<file path="src/hdl/rmch_pkg.sv">
`timescale 1ns / 1ps
// Package for the ray / mesh closest hit block: shared types, constants,
// register codes and the quotient compare used by the back end. No dependencies.
package rmch_pkg;

	localparam int COORD_BITS_DEF = 32;
	localparam int INDEX_BITS_DEF = 24;
	localparam int DIR_BITS       = 32;
	localparam int DIST_BITS      = 31;
	localparam int BARY_BITS      = 32;
	localparam int CFG_INDEX_BITS = 4;
	localparam int QUEUE_DEPTH    = 2;
	localparam int Q_BITS         = 33;
	localparam int FRAC_BITS      = 30;
	localparam int MAC_STEPS      = 24;
	localparam int DET_EPS        = 5;

	localparam logic [Q_BITS-1:0] ONE_Q30  = 33'h0_4000_0000;
	localparam logic [Q_BITS-1:0] BARY_TOL = 33'h0_0000_0001;
	localparam logic [Q_BITS-1:0] BARY_HI  = 33'h0_4000_0001;
	localparam logic [Q_BITS-1:0] DIST_MAX = 33'h0_7FFF_FFFF;

	localparam logic signed [DIR_BITS-1:0] DIR_X_RESET = 32'sh4000_0000;

	typedef enum logic [CFG_INDEX_BITS-1:0] {
		REG_ORIGIN_X     = 4'd0,
		REG_ORIGIN_Y     = 4'd1,
		REG_ORIGIN_Z     = 4'd2,
		REG_DIR_X        = 4'd3,
		REG_DIR_Y        = 4'd4,
		REG_DIR_Z        = 4'd5,
		REG_MIN_DISTANCE = 4'd6,
		REG_SKIP_INDEX   = 4'd7
	} cfg_reg_t;

	typedef enum logic [2:0] {
		ST_IDLE,
		ST_MAC,
		ST_NORM,
		ST_DIV_LOAD,
		ST_DIV_RUN,
		ST_DECIDE,
		ST_FINISH
	} state_t;

	typedef enum logic [3:0] {
		DST_NONE,
		DST_P0,
		DST_P1,
		DST_P2,
		DST_R0,
		DST_R1,
		DST_R2,
		DST_DET,
		DST_NU,
		DST_NV,
		DST_NT
	} dst_t;

	typedef enum logic [1:0] {
		DIV_U = 2'd0,
		DIV_V = 2'd1,
		DIV_S = 2'd2,
		DIV_T = 2'd3
	} div_sel_t;

	typedef struct packed {
		logic signed [DIR_BITS-1:0] dir_x;
		logic signed [DIR_BITS-1:0] dir_y;
		logic signed [DIR_BITS-1:0] dir_z;
		logic [DIST_BITS-1:0]       min_distance;
	} back_cfg_t;

	typedef struct packed {
		logic empty;
		logic full;
	} fifo_stat_t;

	typedef struct packed {
		logic              neg;
		logic              big;
		logic [Q_BITS-1:0] mag;
		logic              rem;
	} quot_t;

	function automatic logic mag_gt(input quot_t a, input logic [Q_BITS-1:0] k);
		return a.big || (a.mag > k) || ((a.mag == k) && a.rem);
	endfunction

endpackage

</file>
<file path="src/hdl/rmch_fifo.sv">
`timescale 1ns / 1ps
// Short register queue between front and back end.
// Depends on rmch_pkg for the status struct.
module rmch_fifo #(
	parameter int WIDTH = 32,
	parameter int DEPTH = rmch_pkg::QUEUE_DEPTH
) (
	input  logic                 clk,
	input  logic                 arst_n,
	input  logic                 push,
	input  logic [WIDTH-1:0]     push_data,
	input  logic                 pop,
	output logic [WIDTH-1:0]     pop_data,
	output rmch_pkg::fifo_stat_t stat
);

	localparam int PW   = (DEPTH > 1) ? $clog2(DEPTH) : 1;
	localparam int CNTW = $clog2(DEPTH + 1);

	logic [WIDTH-1:0] mem_q [DEPTH];
	logic [PW-1:0]    wr_q, rd_q;
	logic [CNTW-1:0]  cnt_q;

	assign stat.empty = (cnt_q == '0);
	assign stat.full  = (cnt_q == CNTW'(DEPTH));
	assign pop_data   = mem_q[rd_q];

	always_ff @(posedge clk) begin
		if (push) begin
			mem_q[wr_q] <= push_data;
		end
	end

	always_ff @(posedge clk or negedge arst_n) begin
		if (!arst_n) begin
			wr_q  <= '0;
			rd_q  <= '0;
			cnt_q <= '0;
		end else begin
			if (push) begin
				wr_q <= (wr_q == PW'(DEPTH - 1)) ? '0 : wr_q + 1'b1;
			end
			if (pop) begin
				rd_q <= (rd_q == PW'(DEPTH - 1)) ? '0 : rd_q + 1'b1;
			end
			if (push && !pop) begin
				cnt_q <= cnt_q + 1'b1;
			end else if (pop && !push) begin
				cnt_q <= cnt_q - 1'b1;
			end
		end
	end

endmodule

</file>
<file path="config.mk">
export PLATFORM = sky130hd
export DESIGN_NAME = rmch_fifo
export DESIGN_NICKNAME = d
export VERILOG_FILES = /design/src/hdl/rmch_pkg.sv /design/src/hdl/rmch_fifo.sv
export SDC_FILE = /design/constraint.sdc
export NUM_CORES = 1
export LEC_CHECK = 0
export BUFFER_PORTS_ARGS = -buffer_cell sky130_fd_sc_hd__buf_4
export CAP_MARGIN = 10
export CELL_PAD_IN_SITES_DETAIL_PLACEMENT = 0
export CELL_PAD_IN_SITES_GLOBAL_PLACEMENT = 1
export CORE_MARGIN = 3
export CORE_UTILIZATION = 44
export CTS_CLUSTER_SIZE = 28
export DETAILED_ROUTE_END_ITERATION = 8
export PLACE_DENSITY = 0.81
export SLEW_MARGIN = 20
export SYNTH_ARGS = -nofsm -noshare
export SYNTH_HDL_FRONTEND = slang
export SYNTH_SLANG_ARGS = --single-unit
</file>
<file path="constraint.sdc">
create_clock -name clk -period 2.51 [get_ports clk]
set_input_delay 0.251 -clock clk [delete_from_list [all_inputs] [get_ports clk]]
set_output_delay 0.251 -clock clk [all_outputs]
set_load 0.05 [all_outputs]
</file>
==> impl_metrics.toml <==
[synthesis]
yosysTopAreaCellShare = 0.726
synth_top_area_cell = "edfxtp_1"
synthTopCellsByArea = "edfxtp_1 (73%), mux2_4 (16%), dfrtp_1 (3.8%)"
ys_async_sr_fraction = 0.0588
ys_warn_count = 0
syn_area_sq_um = 2650
yosysSeqAreaShare = 0.763
syn_inst = 116
netlist_top_cells_count = "edfxtp_1 (64), mux2_4 (29), dfrtp_1 (4), xor2_1 (4)"
synth.avg_cell_area_sq_um = 22.8
synthesis.nets = 153
synth_most_common_cell = "edfxtp_1"
ys.flop_type = "edfxtp_1"
ys_types = 13
ys_ff_latch = 68
synth_edf_count = 64

[timing]
fmax_mhz = 454
skew_ns = 0.00598
setup-violations-final = 0
layout_min_cycle_time_ns = 2.20
hold_viol = 0
rsz0062_at_grt = "false"
finalCritPeriodShare = 0.878
setup_tns_ns = 0
fin_ws_ns = 0.306
drv_slew = 0
tightest_slew_ns = 0.686
timing.slew.headroom = 0.543

[clock_network]
cts_buffers = 9
insertion_delay_ns = 0.33
cts_sinks = 68
cts_resized = 0
cts_root_buf = "clkbuf_8"
cts_tree = "built"
cts.clk_slew.worst_paths_ns = 0.07
htreeDepth = 3
cts_buffer_depth = 2

[detailed_routing]
vias = 1268
drtIter0Drc = 80
wire_per_inst_um = 15.9
drtAntennaViolNets = 0
first_pass_iters = 4
drcViolationCount = 0
wirelength_um = 4360
viasPerCell = 4.61

[min_path]
holdPathEnd = "rd_q"
min_path_type = "input port to flip-flop"
min_from = "pop"
min_path_cells = 2

[floorplan]
coreArea_sq_um = 5680
start_util = 0.467
rows = 27
io_pins = 70
die_x_um = 83.6
die-height_um = 83.6
die_area_sq_um = 6990

[critical_path]
critPathKind = "flip-flop to primary output"
cp.arrival_ns = 1.95
critPathCaptureType = "primary output"
critPathRequiredTime_ns = 2.26
critical_path_peak_fanout = 23
worstPathCellList = "buf_4, mux2_4, buf_4"
cp-start-kind = "flip-flop"
r2r-start = "wr_q"
crit_slowest_cell = "dfrtp_2"
cp_top_family = "flip-flops"
max_stage_delay_ns = 0.82
critPathBufInv = 2
crit_path_frequent_cell = "buf_4"
reg2reg_depth = 2
reg2reg_to = "mem_q[0][18]"
reg2reg_slack_ns = 1.04

[finish]
drive_above_1_share = 0.611
syn_to_final_growth_pct = 30.5
nets = 235
antenna_cells = 0

[pwr]
leakagePower_uw = 0.00142
p_total_uw = 4560
powerDensity_nw_per_um2 = 1320
ir_worst_vdd_uv = 713

[placement]
port_buffers = 69
dp_slack_ns = 0.649
gp_congestion = 0.746
hpwlAfterDp_um = 3170

[grt]
grt.total_usage = 0.135
grt_start_max_net_pins = 24
grt_pass1_vias = 1422
grt_overflow = 0
antenna_found_initial = 0
grt_pass1_wl_um = 7050

[run_status]
status = "finished, final reports clean"

[run]
maxCapViolCount = 0
## placed cells by master (no fill, tap or decap)
master,instances
clkinv_2,3
nor2b_4,1
clkinvlp_4,1
inv_1,1
ha_1,1
xnor2_1,1
dlygate4sd3_1,1
xor2_1,4
edfxtp_1,64
mux2_2,3
and2_1,1
mux2_4,29
clkbuf_8,9
nor2_1,2
buf_4,74
nor2b_1,1
bufinv_16,2
dfrtp_1,3
dfrtp_2,1
clkinv_4,1
## area by class of cell
class	count	area (sq um)
Clock buffer	9	124
Clock inverter	7	91.3
Fill cell	428	2220
Inverter	1	3.75
Multi-Input combinational cell	43	559
Sequential cell	68	2020
Tap cell	72	90.1
Timing Repair Buffer	75	566
## power breakdown
part,total [uW],switching (uW),leakage [uW],internal [uW]
Combinational,1940,1190,0.000661,754
Sequential,1680,168,0.000646,1510
Clock,941,386,0.000109,555
Total,4560,1740,0.00142,2820
## cells by family (layout without fill, tap and decap cells)
group                    Yosys count  after routing  share of synthesized area
XOR/XNOR                           5              5                     0.0165
flip-flops                        68             68                      0.763
AND/OR/NAND/NOR                    5              5                    0.00992
multiplexers                      32             32                      0.177
adder cells (fa/ha/maj)            1              1                    0.00472
buffers and inverters              5             92                     0.0283
## worst max-delay path by stage
stage / slack, ns / end / cells after the start / from
after floorplan: 0.24 / mem_q[0][0] / 1 / wr_q
after global placement: 0.67 / pop_data[14] / 3 / rd_q
after detailed placement: 0.65 / pop_data[14] / 3 / rd_q
after CTS: 0.28 / pop_data[29] / 3 / rd_q
after global routing: 0.20 / pop_data[29] / 3 / rd_q
final: 0.31 / pop_data[29] / 3 / rd_q
## worst register-to-register path, cell delays in order (launching register included)
cell and delay [ns]:
dfrtp_1 0.42, nor2b_4 0.39, buf_4 0.35
## sequential cells by signal (all words and copies together) (netlist names)
register / count
mem_q: 64
cnt_q: 2
rd_q: 1
wr_q: 1
## stage by stage
stage	instance area (sq um)	hold WS [ns]	utilization	cells
3_3_place_gp	3230	0.0486	0.569	258
3_5_place_dp	3230	0.0521	0.569	258
6_report	3460	0.0998	0.609	275
2_1_floorplan	2650	-0.0446	-	116
5_1_grt	3460	0.0657	0.609	275
4_1_cts	3460	0.0816	0.609	275
## routing by layer
metal,GRT usage,up-vias,part of all wire
met4,0.0570,0,0.0046
met3,0.0711,4,0.087
met1,0.151,601,0.40
met5,0,-,0
li1,-,609,-
met2,0.216,54,0.51
## timing repair
action,in CTS,in global routing
setup buffers,0,0
endpoints found under the hold margin,4,0
hold buffers,1,0
(Power assumes the default switching activity.)
