### src/hdl/rmch_pkg.sv
`timescale 1ns / 1ps
// Package for the ray / mesh closest hit block: shared types, constants,
// register codes and the quotient compare used by the back end. No dependencies.
package rmch_pkg;

	localparam int COORD_BITS_DEF = 32;
	localparam int INDEX_BITS_DEF = 24;
	localparam int DIR_BITS       = 32;
	localparam int DIST_BITS      = 31;
	localparam int BARY_BITS      = 32;
	localparam int CFG_INDEX_BITS = 4;
	localparam int QUEUE_DEPTH    = 2;
	localparam int Q_BITS         = 33;
	localparam int FRAC_BITS      = 30;
	localparam int MAC_STEPS      = 24;
	localparam int DET_EPS        = 5;

	localparam logic [Q_BITS-1:0] ONE_Q30  = 33'h0_4000_0000;
	localparam logic [Q_BITS-1:0] BARY_TOL = 33'h0_0000_0001;
	localparam logic [Q_BITS-1:0] BARY_HI  = 33'h0_4000_0001;
	localparam logic [Q_BITS-1:0] DIST_MAX = 33'h0_7FFF_FFFF;

	localparam logic signed [DIR_BITS-1:0] DIR_X_RESET = 32'sh4000_0000;

	typedef enum logic [CFG_INDEX_BITS-1:0] {
		REG_ORIGIN_X     = 4'd0,
		REG_ORIGIN_Y     = 4'd1,
		REG_ORIGIN_Z     = 4'd2,
		REG_DIR_X        = 4'd3,
		REG_DIR_Y        = 4'd4,
		REG_DIR_Z        = 4'd5,
		REG_MIN_DISTANCE = 4'd6,
		REG_SKIP_INDEX   = 4'd7
	} cfg_reg_t;

	typedef enum logic [2:0] {
		ST_IDLE,
		ST_MAC,
		ST_NORM,
		ST_DIV_LOAD,
		ST_DIV_RUN,
		ST_DECIDE,
		ST_FINISH
	} state_t;

	typedef enum logic [3:0] {
		DST_NONE,
		DST_P0,
		DST_P1,
		DST_P2,
		DST_R0,
		DST_R1,
		DST_R2,
		DST_DET,
		DST_NU,
		DST_NV,
		DST_NT
	} dst_t;

	typedef enum logic [1:0] {
		DIV_U = 2'd0,
		DIV_V = 2'd1,
		DIV_S = 2'd2,
		DIV_T = 2'd3
	} div_sel_t;

	typedef struct packed {
		logic signed [DIR_BITS-1:0] dir_x;
		logic signed [DIR_BITS-1:0] dir_y;
		logic signed [DIR_BITS-1:0] dir_z;
		logic [DIST_BITS-1:0]       min_distance;
	} back_cfg_t;

	typedef struct packed {
		logic empty;
		logic full;
	} fifo_stat_t;

	typedef struct packed {
		logic              neg;
		logic              big;
		logic [Q_BITS-1:0] mag;
		logic              rem;
	} quot_t;

	function automatic logic mag_gt(input quot_t a, input logic [Q_BITS-1:0] k);
		return a.big || (a.mag > k) || ((a.mag == k) && a.rem);
	endfunction

endpackage

### src/hdl/rmch_if.sv


interface rmch_hit_if #(parameter int INDEX_BITS = 24);
	logic                                   valid;
	logic                                   ready;
	logic                                   hit_found;
	logic [rmch_pkg::DIST_BITS-1:0]         hit_distance;
	logic [INDEX_BITS-1:0]                  hit_index;
	logic signed [rmch_pkg::BARY_BITS-1:0]  hit_u;
	logic signed [rmch_pkg::BARY_BITS-1:0]  hit_v;
	modport source(output valid, hit_found, hit_distance, hit_index, hit_u, hit_v,
		input ready);
	modport sink(input valid, hit_found, hit_distance, hit_index, hit_u, hit_v,
		output ready);
endinterface

### src/hdl/rmch_back.sv
`timescale 1ns / 1ps
// Back end: bit-serial multiply-accumulate sequencer for the cross and dot
// products, restoring divider for u, v, u+v and t, nearest-hit keeping and
// the result register. Depends on rmch_pkg, rmch_if.
module rmch_back #(
	parameter int COORD_BITS = rmch_pkg::COORD_BITS_DEF,
	parameter int INDEX_BITS = rmch_pkg::INDEX_BITS_DEF,
	parameter int ENTRY_BITS = 9 * (COORD_BITS + 1) + INDEX_BITS + 2
) (
	input  logic                  clk,
	input  logic                  arst_n,
	input  rmch_pkg::back_cfg_t   ray,
	input  logic [ENTRY_BITS-1:0] ent,
	input  rmch_pkg::fifo_stat_t  qstat,
	output logic                  pop,
	rmch_hit_if.source            hit
);

	localparam int EW   = COORD_BITS + 1;
	localparam int AW   = (EW > rmch_pkg::DIR_BITS) ? EW : rmch_pkg::DIR_BITS;
	localparam int WA   = 3 * COORD_BITS + 7;
	localparam int WB   = 2 * COORD_BITS + 38;
	localparam int WW   = (WA > WB) ? WA : WB;
	localparam int DW   = WW + rmch_pkg::Q_BITS;
	localparam int BW   = $clog2(AW);
	localparam int SW   = $clog2(rmch_pkg::MAC_STEPS);
	localparam int CW   = $clog2(rmch_pkg::Q_BITS + 1);
	localparam int QB   = rmch_pkg::Q_BITS;
	localparam int DB   = rmch_pkg::DIST_BITS;
	localparam int XB   = rmch_pkg::BARY_BITS;

	rmch_pkg::state_t   state_q, state_d;
	logic [SW-1:0]      step_q;
	logic [BW-1:0]      bit_q;
	rmch_pkg::div_sel_t div_q;
	logic [CW-1:0]      cnt_q;

	logic pop_en, mac_en, norm_en, dload_en, drun_en, decide_en, fin_en, out_load;

	logic signed [EW-1:0] e1_q [3];
	logic signed [EW-1:0] e2_q [3];
	logic signed [EW-1:0] q_q  [3];
	logic [INDEX_BITS-1:0] idx_q;
	logic                  last_q;
	logic                  ent_skip;

	logic signed [WW-1:0] p_q [3];
	logic signed [WW-1:0] r_q [3];
	logic signed [WW-1:0] det_q, nu_q, nv_q, nt_q;
	logic signed [WW-1:0] acc_q, bsh_q;

	logic [DW-1:0]     rem_q, dsh_q, rem_nx;
	logic [QB-1:0]     qt_q;
	logic              big_q, dneg_q;
	rmch_pkg::quot_t   quot_q [4];

	logic                  best_valid_q;
	logic [DB-1:0]         best_dist_q;
	logic [INDEX_BITS-1:0] best_idx_q;
	logic [XB-1:0]         best_u_q, best_v_q;

	logic                  hit_valid_q;
	logic                  hit_found_q;
	logic [DB-1:0]         hit_dist_q;
	logic [INDEX_BITS-1:0] hit_idx_q;
	logic [XB-1:0]         hit_u_q, hit_v_q;

	logic signed [AW-1:0] a_v;
	logic signed [WW-1:0] b_v, bsh_cur, term, base, acc_nx;
	logic                 sub, clr, bit_last, mac_done;
	rmch_pkg::dst_t       dst;

	logic signed [WW-1:0] det_abs, num;
	logic [WW-1:0]        nmag;
	logic                 det_small, ge, out_free;
	logic                 u_bad, v_bad, s_bad, t_bad, ok, closer;

	assign ent_skip = ent[9 * EW + INDEX_BITS];
	assign out_free = !hit_valid_q || hit.ready;
	assign bit_last = (bit_q == BW'(AW - 1));
	assign mac_done = bit_last && (step_q == SW'(rmch_pkg::MAC_STEPS - 1));
	assign det_abs  = det_q[WW-1] ? -det_q : det_q;
	assign det_small = (det_abs < WW'(rmch_pkg::DET_EPS));

	// next state
	always_comb begin
		state_d = state_q;
		unique case (state_q)
			rmch_pkg::ST_IDLE: begin
				if (!qstat.empty) begin
					state_d = ent_skip ? rmch_pkg::ST_FINISH : rmch_pkg::ST_MAC;
				end
			end
			rmch_pkg::ST_MAC: begin
				if (mac_done) begin
					state_d = rmch_pkg::ST_NORM;
				end
			end
			rmch_pkg::ST_NORM: begin
				state_d = det_small ? rmch_pkg::ST_FINISH : rmch_pkg::ST_DIV_LOAD;
			end
			rmch_pkg::ST_DIV_LOAD: begin
				state_d = rmch_pkg::ST_DIV_RUN;
			end
			rmch_pkg::ST_DIV_RUN: begin
				if (cnt_q == '0) begin
					state_d = (div_q == rmch_pkg::DIV_T) ? rmch_pkg::ST_DECIDE
						: rmch_pkg::ST_DIV_LOAD;
				end
			end
			rmch_pkg::ST_DECIDE: begin
				state_d = rmch_pkg::ST_FINISH;
			end
			rmch_pkg::ST_FINISH: begin
				if (!last_q || out_free) begin
					state_d = rmch_pkg::ST_IDLE;
				end
			end
			default: state_d = rmch_pkg::ST_IDLE;
		endcase
	end

	// state outputs
	always_comb begin
		pop_en    = 1'b0;
		mac_en    = 1'b0;
		norm_en   = 1'b0;
		dload_en  = 1'b0;
		drun_en   = 1'b0;
		decide_en = 1'b0;
		fin_en    = 1'b0;
		unique case (state_q)
			rmch_pkg::ST_IDLE:     pop_en    = !qstat.empty;
			rmch_pkg::ST_MAC:      mac_en    = 1'b1;
			rmch_pkg::ST_NORM:     norm_en   = 1'b1;
			rmch_pkg::ST_DIV_LOAD: dload_en  = 1'b1;
			rmch_pkg::ST_DIV_RUN:  drun_en   = 1'b1;
			rmch_pkg::ST_DECIDE:   decide_en = 1'b1;
			rmch_pkg::ST_FINISH:   fin_en    = 1'b1;
			default: begin
			end
		endcase
	end

	assign pop      = pop_en;
	assign out_load = fin_en && last_q && out_free;

	// multiply-accumulate program
	always_comb begin
		a_v = '0;
		b_v = '0;
		sub = 1'b0;
		clr = 1'b0;
		dst = rmch_pkg::DST_NONE;
		unique case (step_q)
			5'd0:  begin a_v = AW'(ray.dir_y); b_v = WW'(e2_q[2]); clr = 1'b1; end
			5'd1:  begin a_v = AW'(ray.dir_z); b_v = WW'(e2_q[1]); sub = 1'b1;
				dst = rmch_pkg::DST_P0; end
			5'd2:  begin a_v = AW'(ray.dir_z); b_v = WW'(e2_q[0]); clr = 1'b1; end
			5'd3:  begin a_v = AW'(ray.dir_x); b_v = WW'(e2_q[2]); sub = 1'b1;
				dst = rmch_pkg::DST_P1; end
			5'd4:  begin a_v = AW'(ray.dir_x); b_v = WW'(e2_q[1]); clr = 1'b1; end
			5'd5:  begin a_v = AW'(ray.dir_y); b_v = WW'(e2_q[0]); sub = 1'b1;
				dst = rmch_pkg::DST_P2; end
			5'd6:  begin a_v = AW'(q_q[1]); b_v = WW'(e1_q[2]); clr = 1'b1; end
			5'd7:  begin a_v = AW'(q_q[2]); b_v = WW'(e1_q[1]); sub = 1'b1;
				dst = rmch_pkg::DST_R0; end
			5'd8:  begin a_v = AW'(q_q[2]); b_v = WW'(e1_q[0]); clr = 1'b1; end
			5'd9:  begin a_v = AW'(q_q[0]); b_v = WW'(e1_q[2]); sub = 1'b1;
				dst = rmch_pkg::DST_R1; end
			5'd10: begin a_v = AW'(q_q[0]); b_v = WW'(e1_q[1]); clr = 1'b1; end
			5'd11: begin a_v = AW'(q_q[1]); b_v = WW'(e1_q[0]); sub = 1'b1;
				dst = rmch_pkg::DST_R2; end
			5'd12: begin a_v = AW'(e1_q[0]); b_v = p_q[0]; clr = 1'b1; end
			5'd13: begin a_v = AW'(e1_q[1]); b_v = p_q[1]; end
			5'd14: begin a_v = AW'(e1_q[2]); b_v = p_q[2]; dst = rmch_pkg::DST_DET; end
			5'd15: begin a_v = AW'(q_q[0]); b_v = p_q[0]; clr = 1'b1; end
			5'd16: begin a_v = AW'(q_q[1]); b_v = p_q[1]; end
			5'd17: begin a_v = AW'(q_q[2]); b_v = p_q[2]; dst = rmch_pkg::DST_NU; end
			5'd18: begin a_v = AW'(ray.dir_x); b_v = r_q[0]; clr = 1'b1; end
			5'd19: begin a_v = AW'(ray.dir_y); b_v = r_q[1]; end
			5'd20: begin a_v = AW'(ray.dir_z); b_v = r_q[2]; dst = rmch_pkg::DST_NV; end
			5'd21: begin a_v = AW'(e2_q[0]); b_v = r_q[0]; clr = 1'b1; end
			5'd22: begin a_v = AW'(e2_q[1]); b_v = r_q[1]; end
			5'd23: begin a_v = AW'(e2_q[2]); b_v = r_q[2]; dst = rmch_pkg::DST_NT; end
			default: begin
			end
		endcase
	end

	assign bsh_cur = (bit_q == '0) ? b_v : bsh_q;
	assign term    = a_v[bit_q] ? bsh_cur : '0;
	assign base    = ((bit_q == '0) && clr) ? '0 : acc_q;
	assign acc_nx  = (sub ^ bit_last) ? base - term : base + term;

	// divider operands
	always_comb begin
		case (div_q)
			rmch_pkg::DIV_U: num = nu_q;
			rmch_pkg::DIV_V: num = nv_q;
			rmch_pkg::DIV_S: num = nu_q + nv_q;
			default:         num = nt_q;
		endcase
	end

	assign nmag   = num[WW-1] ? WW'(-num) : WW'(num);
	assign ge     = (rem_q >= dsh_q);
	assign rem_nx = ge ? rem_q - dsh_q : rem_q;

	// hit tests
	always_comb begin
		u_bad = quot_q[0].neg ? rmch_pkg::mag_gt(quot_q[0], rmch_pkg::BARY_TOL)
			: rmch_pkg::mag_gt(quot_q[0], rmch_pkg::BARY_HI);
		v_bad = quot_q[1].neg && rmch_pkg::mag_gt(quot_q[1], rmch_pkg::BARY_TOL);
		s_bad = !quot_q[2].neg && rmch_pkg::mag_gt(quot_q[2], rmch_pkg::BARY_HI);
		t_bad = quot_q[3].neg
			|| !rmch_pkg::mag_gt(quot_q[3], QB'(ray.min_distance))
			|| quot_q[3].big || (quot_q[3].mag > rmch_pkg::DIST_MAX);
		ok     = !(u_bad || v_bad || s_bad || t_bad);
		closer = !best_valid_q || (quot_q[3].mag[DB-1:0] < best_dist_q);
	end

	always_ff @(posedge clk or negedge arst_n) begin
		if (!arst_n) begin
			state_q      <= rmch_pkg::ST_IDLE;
			step_q       <= '0;
			bit_q        <= '0;
			div_q        <= rmch_pkg::DIV_U;
			cnt_q        <= '0;
			best_valid_q <= 1'b0;
			hit_valid_q  <= 1'b0;
		end else begin
			state_q <= state_d;
			if (pop_en) begin
				step_q <= '0;
				bit_q  <= '0;
			end
			if (mac_en) begin
				if (bit_last) begin
					bit_q  <= '0;
					step_q <= step_q + 1'b1;
				end else begin
					bit_q <= bit_q + 1'b1;
				end
			end
			if (norm_en) begin
				div_q <= rmch_pkg::DIV_U;
			end
			if (dload_en) begin
				cnt_q <= CW'(QB);
			end
			if (drun_en) begin
				cnt_q <= cnt_q - 1'b1;
				if (cnt_q == '0) begin
					div_q <= rmch_pkg::div_sel_t'(div_q + 2'd1);
				end
			end
			if (decide_en && ok && closer) begin
				best_valid_q <= 1'b1;
			end else if (out_load) begin
				best_valid_q <= 1'b0;
			end
			if (out_load) begin
				hit_valid_q <= 1'b1;
			end else if (hit.ready) begin
				hit_valid_q <= 1'b0;
			end
		end
	end

	always_ff @(posedge clk) begin
		if (pop_en) begin
			for (int k = 0; k < 3; k++) begin
				e1_q[k] <= ent[k * EW +: EW];
				e2_q[k] <= ent[(3 + k) * EW +: EW];
				q_q[k]  <= ent[(6 + k) * EW +: EW];
			end
			idx_q  <= ent[9 * EW +: INDEX_BITS];
			last_q <= ent[9 * EW + INDEX_BITS + 1];
		end
		if (mac_en) begin
			acc_q <= acc_nx;
			bsh_q <= bsh_cur <<< 1;
			if (bit_last) begin
				unique case (dst)
					rmch_pkg::DST_P0:  p_q[0] <= acc_nx;
					rmch_pkg::DST_P1:  p_q[1] <= acc_nx;
					rmch_pkg::DST_P2:  p_q[2] <= acc_nx;
					rmch_pkg::DST_R0:  r_q[0] <= acc_nx;
					rmch_pkg::DST_R1:  r_q[1] <= acc_nx;
					rmch_pkg::DST_R2:  r_q[2] <= acc_nx;
					rmch_pkg::DST_DET: det_q  <= acc_nx;
					rmch_pkg::DST_NU:  nu_q   <= acc_nx;
					rmch_pkg::DST_NV:  nv_q   <= acc_nx;
					rmch_pkg::DST_NT:  nt_q   <= acc_nx;
					default: begin
					end
				endcase
			end
		end
		if (norm_en && det_q[WW-1]) begin
			det_q <= -det_q;
			nu_q  <= -nu_q;
			nv_q  <= -nv_q;
			nt_q  <= -nt_q;
		end
		if (dload_en) begin
			rem_q  <= DW'(nmag) << rmch_pkg::FRAC_BITS;
			dsh_q  <= DW'(det_q) << QB;
			dneg_q <= num[WW-1];
			qt_q   <= '0;
		end
		if (drun_en) begin
			dsh_q <= dsh_q >> 1;
			if (cnt_q == CW'(QB)) begin
				big_q <= ge;
			end else begin
				rem_q <= rem_nx;
				qt_q  <= {qt_q[QB-2:0], ge};
			end
			if (cnt_q == '0) begin
				quot_q[div_q] <= '{neg: dneg_q, big: big_q, mag: {qt_q[QB-2:0], ge},
					rem: (rem_nx != '0)};
			end
		end
		if (decide_en && ok && closer) begin
			best_dist_q <= quot_q[3].mag[DB-1:0];
			best_idx_q  <= idx_q;
			best_u_q    <= quot_q[0].neg ? XB'(-quot_q[0].mag[XB-1:0]) : quot_q[0].mag[XB-1:0];
			best_v_q    <= quot_q[1].neg ? XB'(-quot_q[1].mag[XB-1:0]) : quot_q[1].mag[XB-1:0];
		end
		if (out_load) begin
			hit_found_q <= best_valid_q;
			hit_dist_q  <= best_valid_q ? best_dist_q : '0;
			hit_idx_q   <= best_valid_q ? best_idx_q : '0;
			hit_u_q     <= best_valid_q ? best_u_q : '0;
			hit_v_q     <= best_valid_q ? best_v_q : '0;
		end
	end

	assign hit.valid        = hit_valid_q;
	assign hit.hit_found    = hit_found_q;
	assign hit.hit_distance = hit_dist_q;
	assign hit.hit_index    = hit_idx_q;
	assign hit.hit_u        = hit_u_q;
	assign hit.hit_v        = hit_v_q;

endmodule

### src/flat_wrapper.sv
// flat-port wrapper written by rule: the top's interface ports become plain ports
module rmch_back_flat 
#(
	parameter int COORD_BITS = rmch_pkg::COORD_BITS_DEF,
	parameter int INDEX_BITS = rmch_pkg::INDEX_BITS_DEF,
	parameter int ENTRY_BITS = 9 * (COORD_BITS + 1) + INDEX_BITS + 2
)
  (clk, arst_n, ray, ent, qstat, pop, hit_valid, hit_hit_found, hit_hit_distance, hit_hit_index, hit_hit_u, hit_hit_v, hit_ready);
  rmch_hit_if #(.INDEX_BITS(INDEX_BITS)) hit_i ();
  input  logic clk;
  input  logic arst_n;
  input  rmch_pkg::back_cfg_t ray;
  input  logic [ENTRY_BITS-1:0] ent;
  input  rmch_pkg::fifo_stat_t qstat;
  output logic pop;
  output wire logic [$bits(hit_i.valid)-1:0] hit_valid;
  output wire logic [$bits(hit_i.hit_found)-1:0] hit_hit_found;
  output wire logic [$bits(hit_i.hit_distance)-1:0] hit_hit_distance;
  output wire logic [$bits(hit_i.hit_index)-1:0] hit_hit_index;
  output wire logic [$bits(hit_i.hit_u)-1:0] hit_hit_u;
  output wire logic [$bits(hit_i.hit_v)-1:0] hit_hit_v;
  input wire logic [$bits(hit_i.ready)-1:0] hit_ready;
  assign hit_valid = hit_i.valid;
  assign hit_hit_found = hit_i.hit_found;
  assign hit_hit_distance = hit_i.hit_distance;
  assign hit_hit_index = hit_i.hit_index;
  assign hit_hit_u = hit_i.hit_u;
  assign hit_hit_v = hit_i.hit_v;
  assign hit_i.ready = hit_ready;
  rmch_back #(.COORD_BITS(COORD_BITS), .INDEX_BITS(INDEX_BITS), .ENTRY_BITS(ENTRY_BITS)) u_core (.clk(clk), .arst_n(arst_n), .ray(ray), .ent(ent), .qstat(qstat), .pop(pop), .hit(hit_i));
endmodule
### config.mk
export PLATFORM = sky130hd
export DESIGN_NAME = rmch_back_flat
export DESIGN_NICKNAME = d
export VERILOG_FILES = /design/src/hdl/rmch_pkg.sv /design/src/hdl/rmch_if.sv /design/src/hdl/rmch_back.sv /design/src/flat_wrapper.sv
export SDC_FILE = /design/constraint.sdc
export NUM_CORES = 2
export LEC_CHECK = 0
export BUFFER_PORTS_ARGS = -buffer_cell sky130_fd_sc_hd__buf_4
export CORE_UTILIZATION = 41
export DETAILED_ROUTE_END_ITERATION = 7
export PLACE_DENSITY = 0.59
export SLEW_MARGIN = 10
export SYNTH_ARGS = -nofsm -noshare
export SYNTH_HDL_FRONTEND = slang
export SYNTH_SLANG_ARGS = --single-unit
### constraint.sdc
create_clock -name clk -period 51.4 [get_ports clk]
set_clock_uncertainty 0.1 [all_clocks]
set_input_delay 7.71 -clock clk [delete_from_list [all_inputs] [get_ports clk]]
set_output_delay 7.71 -clock clk [all_outputs]
set_load 0.05 [all_outputs]
==> impl_metrics.py <==
metrics = {
    "cells_and_area": {
        "drive_gt1_share_pct": 10.50,
        "syn2layout_area_growth_pct": 13.59,
        "stdcell_count": 17120,
        "final_cell_mix": "edfxtp_1 (2077), nand2_1 (1146), o21ai_0 (998)",
        "final_common_cell": "edfxtp_1",
        "fin_nets": 13650,
    },
    "drt": {
        "drc_errors": 6,
        "dr.pass1.iters": 8,
        "wl_um": 478100,
        "drt-initial-drc-count": 13430,
        "vias_per_cell": 6.245,
        "ant_nets": 0,
        "vias": 106900,
        "wl_per_cell_um": 27.92,
    },
    "hold_path": {
        "hold_class": "reg -> reg",
        "hp-start": "u_core.idx_q[3]",
    },
    "sta": {
        "grt_setup_unrepaired": "false",
        "timing.slew.headroom_pct": 10.90,
        "period_minus_slack_ps": 19460,
        "fmax_mhz": 51.40,
        "setup_violations": 0,
        "post-route-period-util_pct": 37.85,
        "slew_violations": 0,
        "tightest_slew_ps": 1333,
        "hold_viol": 0,
        "setup-tns-final_ps": 0,
    },
    "placement": {
        "post-place-cells": 16640,
        "io_buffers": 575,
        "gp_congestion": 0.9601,
        "hpwlAfterDp_um": 358900,
    },
    "grt": {
        "grt_pass1_wl_um": 695100,
        "first_global_vias": 102700,
        "antenna_found_initial": 23,
        "grt.total_usage_pct": 29.29,
        "grt_max_degree": 116,
        "grt_overflow": 0,
    },
    "logic_synthesis": {
        "yosys_warnings": 0,
        "synth_fp_nets": 13300,
        "synth_top_family_by_area": "compound AO/OA/AOI/OAI gates",
        "netlist_area_um2": 128500,
        "postSynthAreaPerCell_um2": 10.35,
        "async_flop_share_pct": 1.057,
        "post_synth_num_cell_types": 117,
        "synthMuxAreaShare_pct": 0.5755,
        "synth_cells": 12420,
        "yosys.area_share.simple_pct": 15.60,
        "yosysSeqAreaShare_pct": 51.64,
        "synth-xor-area-share_pct": 5.534,
        "synth-compound-area-share_pct": 19.08,
        "ys_seq_elements": 2270,
        "synth_edf_count": 2077,
        "synth-main-ff-cell": "edfxtp_1",
        "synth_fa_ha_area_share_pct": 4.203,
    },
    "critical_path": {
        "crit_slowest_cell": "a211oi_1",
        "cp.arrival_ps": 19890,
        "worst_path_largest_cell_delay_ps": 910,
        "cp_common_cell": "buf_4",
        "start_kind": "primary input",
        "crit_type": "in -> reg",
        "path_max_fanout": 75,
        "timing.rr.end": "u_core.p_q[0][76]",
        "r2r_setup_slack_ps": 36650,
        "regToRegStartpoint": "u_core.step_q[0]",
        "endpoint": "u_core.p_q[0][76]",
        "critPathCaptureType": "flip-flop",
        "r2r_cells": 43,
        "required_ps": 51840,
        "startpoint": "ray[62]",
    },
    "clock_network": {
        "cts.sinks": 2270,
        "root_buffer": "clkbuf_16",
        "clk-insertion-delay-late_ps": 920,
        "cts_buffers": 268,
        "cts_resized": 0,
        "cts_tree": "yes",
        "cts.clk_slew.worst_paths_ps": 60,
        "postCtsSetupBuffers": 0,
        "cts_buffer_depth": 4,
        "hold_buffers": 0,
        "htreeDepth": 5,
    },
    "floorplan": {
        "start_util_pct": 41.20,
        "fp-row-count": 205,
        "die_area_um2": 315600,
        "io_pins": 577,
        "core_area_um2": 311900,
        "dieWidth_um": 561.8,
        "die_y_um": 561.8,
    },
    "outcome": {
        "status": "finished with violations",
        "violations": "design-rule violations",
    },
    "job": {
        "max_cap_viol_count": 0,
    },
}
-- worst min path at each step --
| stage | end | slack, ps | depth (start not counted) |
|---|---|---|---|
| 6_report | u_core.best_idx_q[3] | 300 | 0 |
| 5_1_grt | u_core.best_idx_q[0] | 320 | 0 |
| 4_1_cts | u_core.best_idx_q[0] | 320 | 0 |
| 3_5_place_dp | u_core.best_idx_q[0] | 300 | 0 |
| 3_3_place_gp | u_core.best_idx_q[4] | 300 | 0 |
| 2_1_floorplan | u_core.best_idx_q[0] | 300 | 0 |
-- cell usage after synthesis (all sizes together), types with 97 or more instances --
library cell | number | area [um2]
a21o | 276 | 2073
buf | 103 | 498.0
a221oi | 124 | 1092
a31oi | 170 | 1064
nand2 | 1151 | 4323
xor2 | 413 | 3625
nand4 | 227 | 1420
dfxtp | 169 | 3383
ha | 426 | 5330
clkbuf | 586 | 2250
a21oi | 754 | 3800
o21ai | 1014 | 5079
xnor2 | 398 | 3486
or3 | 123 | 777.0
nand3 | 339 | 1702
a211oi | 100 | 768.2
nor2 | 803 | 3014
edfxtp | 2077 | 62370
a22oi | 174 | 1306
nor2b | 180 | 1126
and3 | 113 | 708.2
nor4 | 180 | 1126
nor3 | 316 | 1587
o21a | 97 | 728.2
a222oi | 191 | 1912
inv | 413 | 1550
and2 | 197 | 1234
nand2b | 105 | 656.9
-- state kept, by name, indices dropped and copies added (netlist names), 99 cells and up --
name / count
u_core.nu_q: 103
u_core.quot_q: 144
u_core.bsh_q: 102
u_core.nv_q: 103
u_core.nt_q: 103
u_core.q_q: 99
u_core.det_q: 103
u_core.e1_q: 99
u_core.p_q: 309
u_core.r_q: 309
u_core.e2_q: 99
u_core.acc_q: 103
u_core.dsh_q: 136
u_core.rem_q: 136
-- cell type report --
| class | instances | area, um2 |
|---|---|---|
| fill | 29010 | 165900 |
| multi-input combinational | 9041 | 58280 |
| sequential | 2270 | 66350 |
| timing repair buffer | 770 | 5793 |
| clock buffer | 335 | 7268 |
| clock inverter | 140 | 1488 |
| tap | 4140 | 5180 |
| antenna | 11 | 27.53 |
| inverter | 416 | 1569 |
-- worst max-delay path, delay by kind of cell --
| family | cells | cell delay, ps |
|---|---|---|
| AOI/OAI and AO/OA | 18 | 6530 |
| xor gates and xnor gates | 1 | 870 |
| adders and majority gates | 2 | 550 |
| buffers and inverters | 8 | 1690 |
| and+or+nand+nor | 9 | 2440 |
-- routing by layer --
layer	part of all wire (%)	GRT usage (%)	vias to the layer above	wire [um]
met4	3.3	9.423	2	15830
li1	-	-	48170	-
met3	8.4	5.022	736	40050
met2	46	47.49	4869	220800
met1	42	39.80	53150	201400
met5	0.0027	0	-	13
-- through the flow --
| step | setup slack (ps) | instance area (um2) | hold slack (ps) | utilization [%] |
|---|---|---|---|---|
| finish | 31940 | 146000 | 298.7 | 46.80 |
| global route | 31300 | 146000 | 320.9 | 46.80 |
| CTS | 32120 | 145900 | 318.0 | 46.79 |
| detailed placement | 31260 | 137200 | 304.5 | 43.98 |
| global placement | 31270 | 137200 | 302.1 | 43.98 |
| floorplan | 29180 | 128500 | 300.3 | - |
-- logic make-up after synthesis --
logic type,count (synthesis)
AND/OR/NAND/NOR,4032
adder cells (fa/ha/maj),430
buffers and inverters,1106
multiplexers,72
AO/OA/AOI/OAI,3696
flip-flops,2270
XOR/XNOR,811
Power is left out: the tool's default activity adds up to more than one toggle a clock period on the data nets, which glitch-free logic cannot reach.
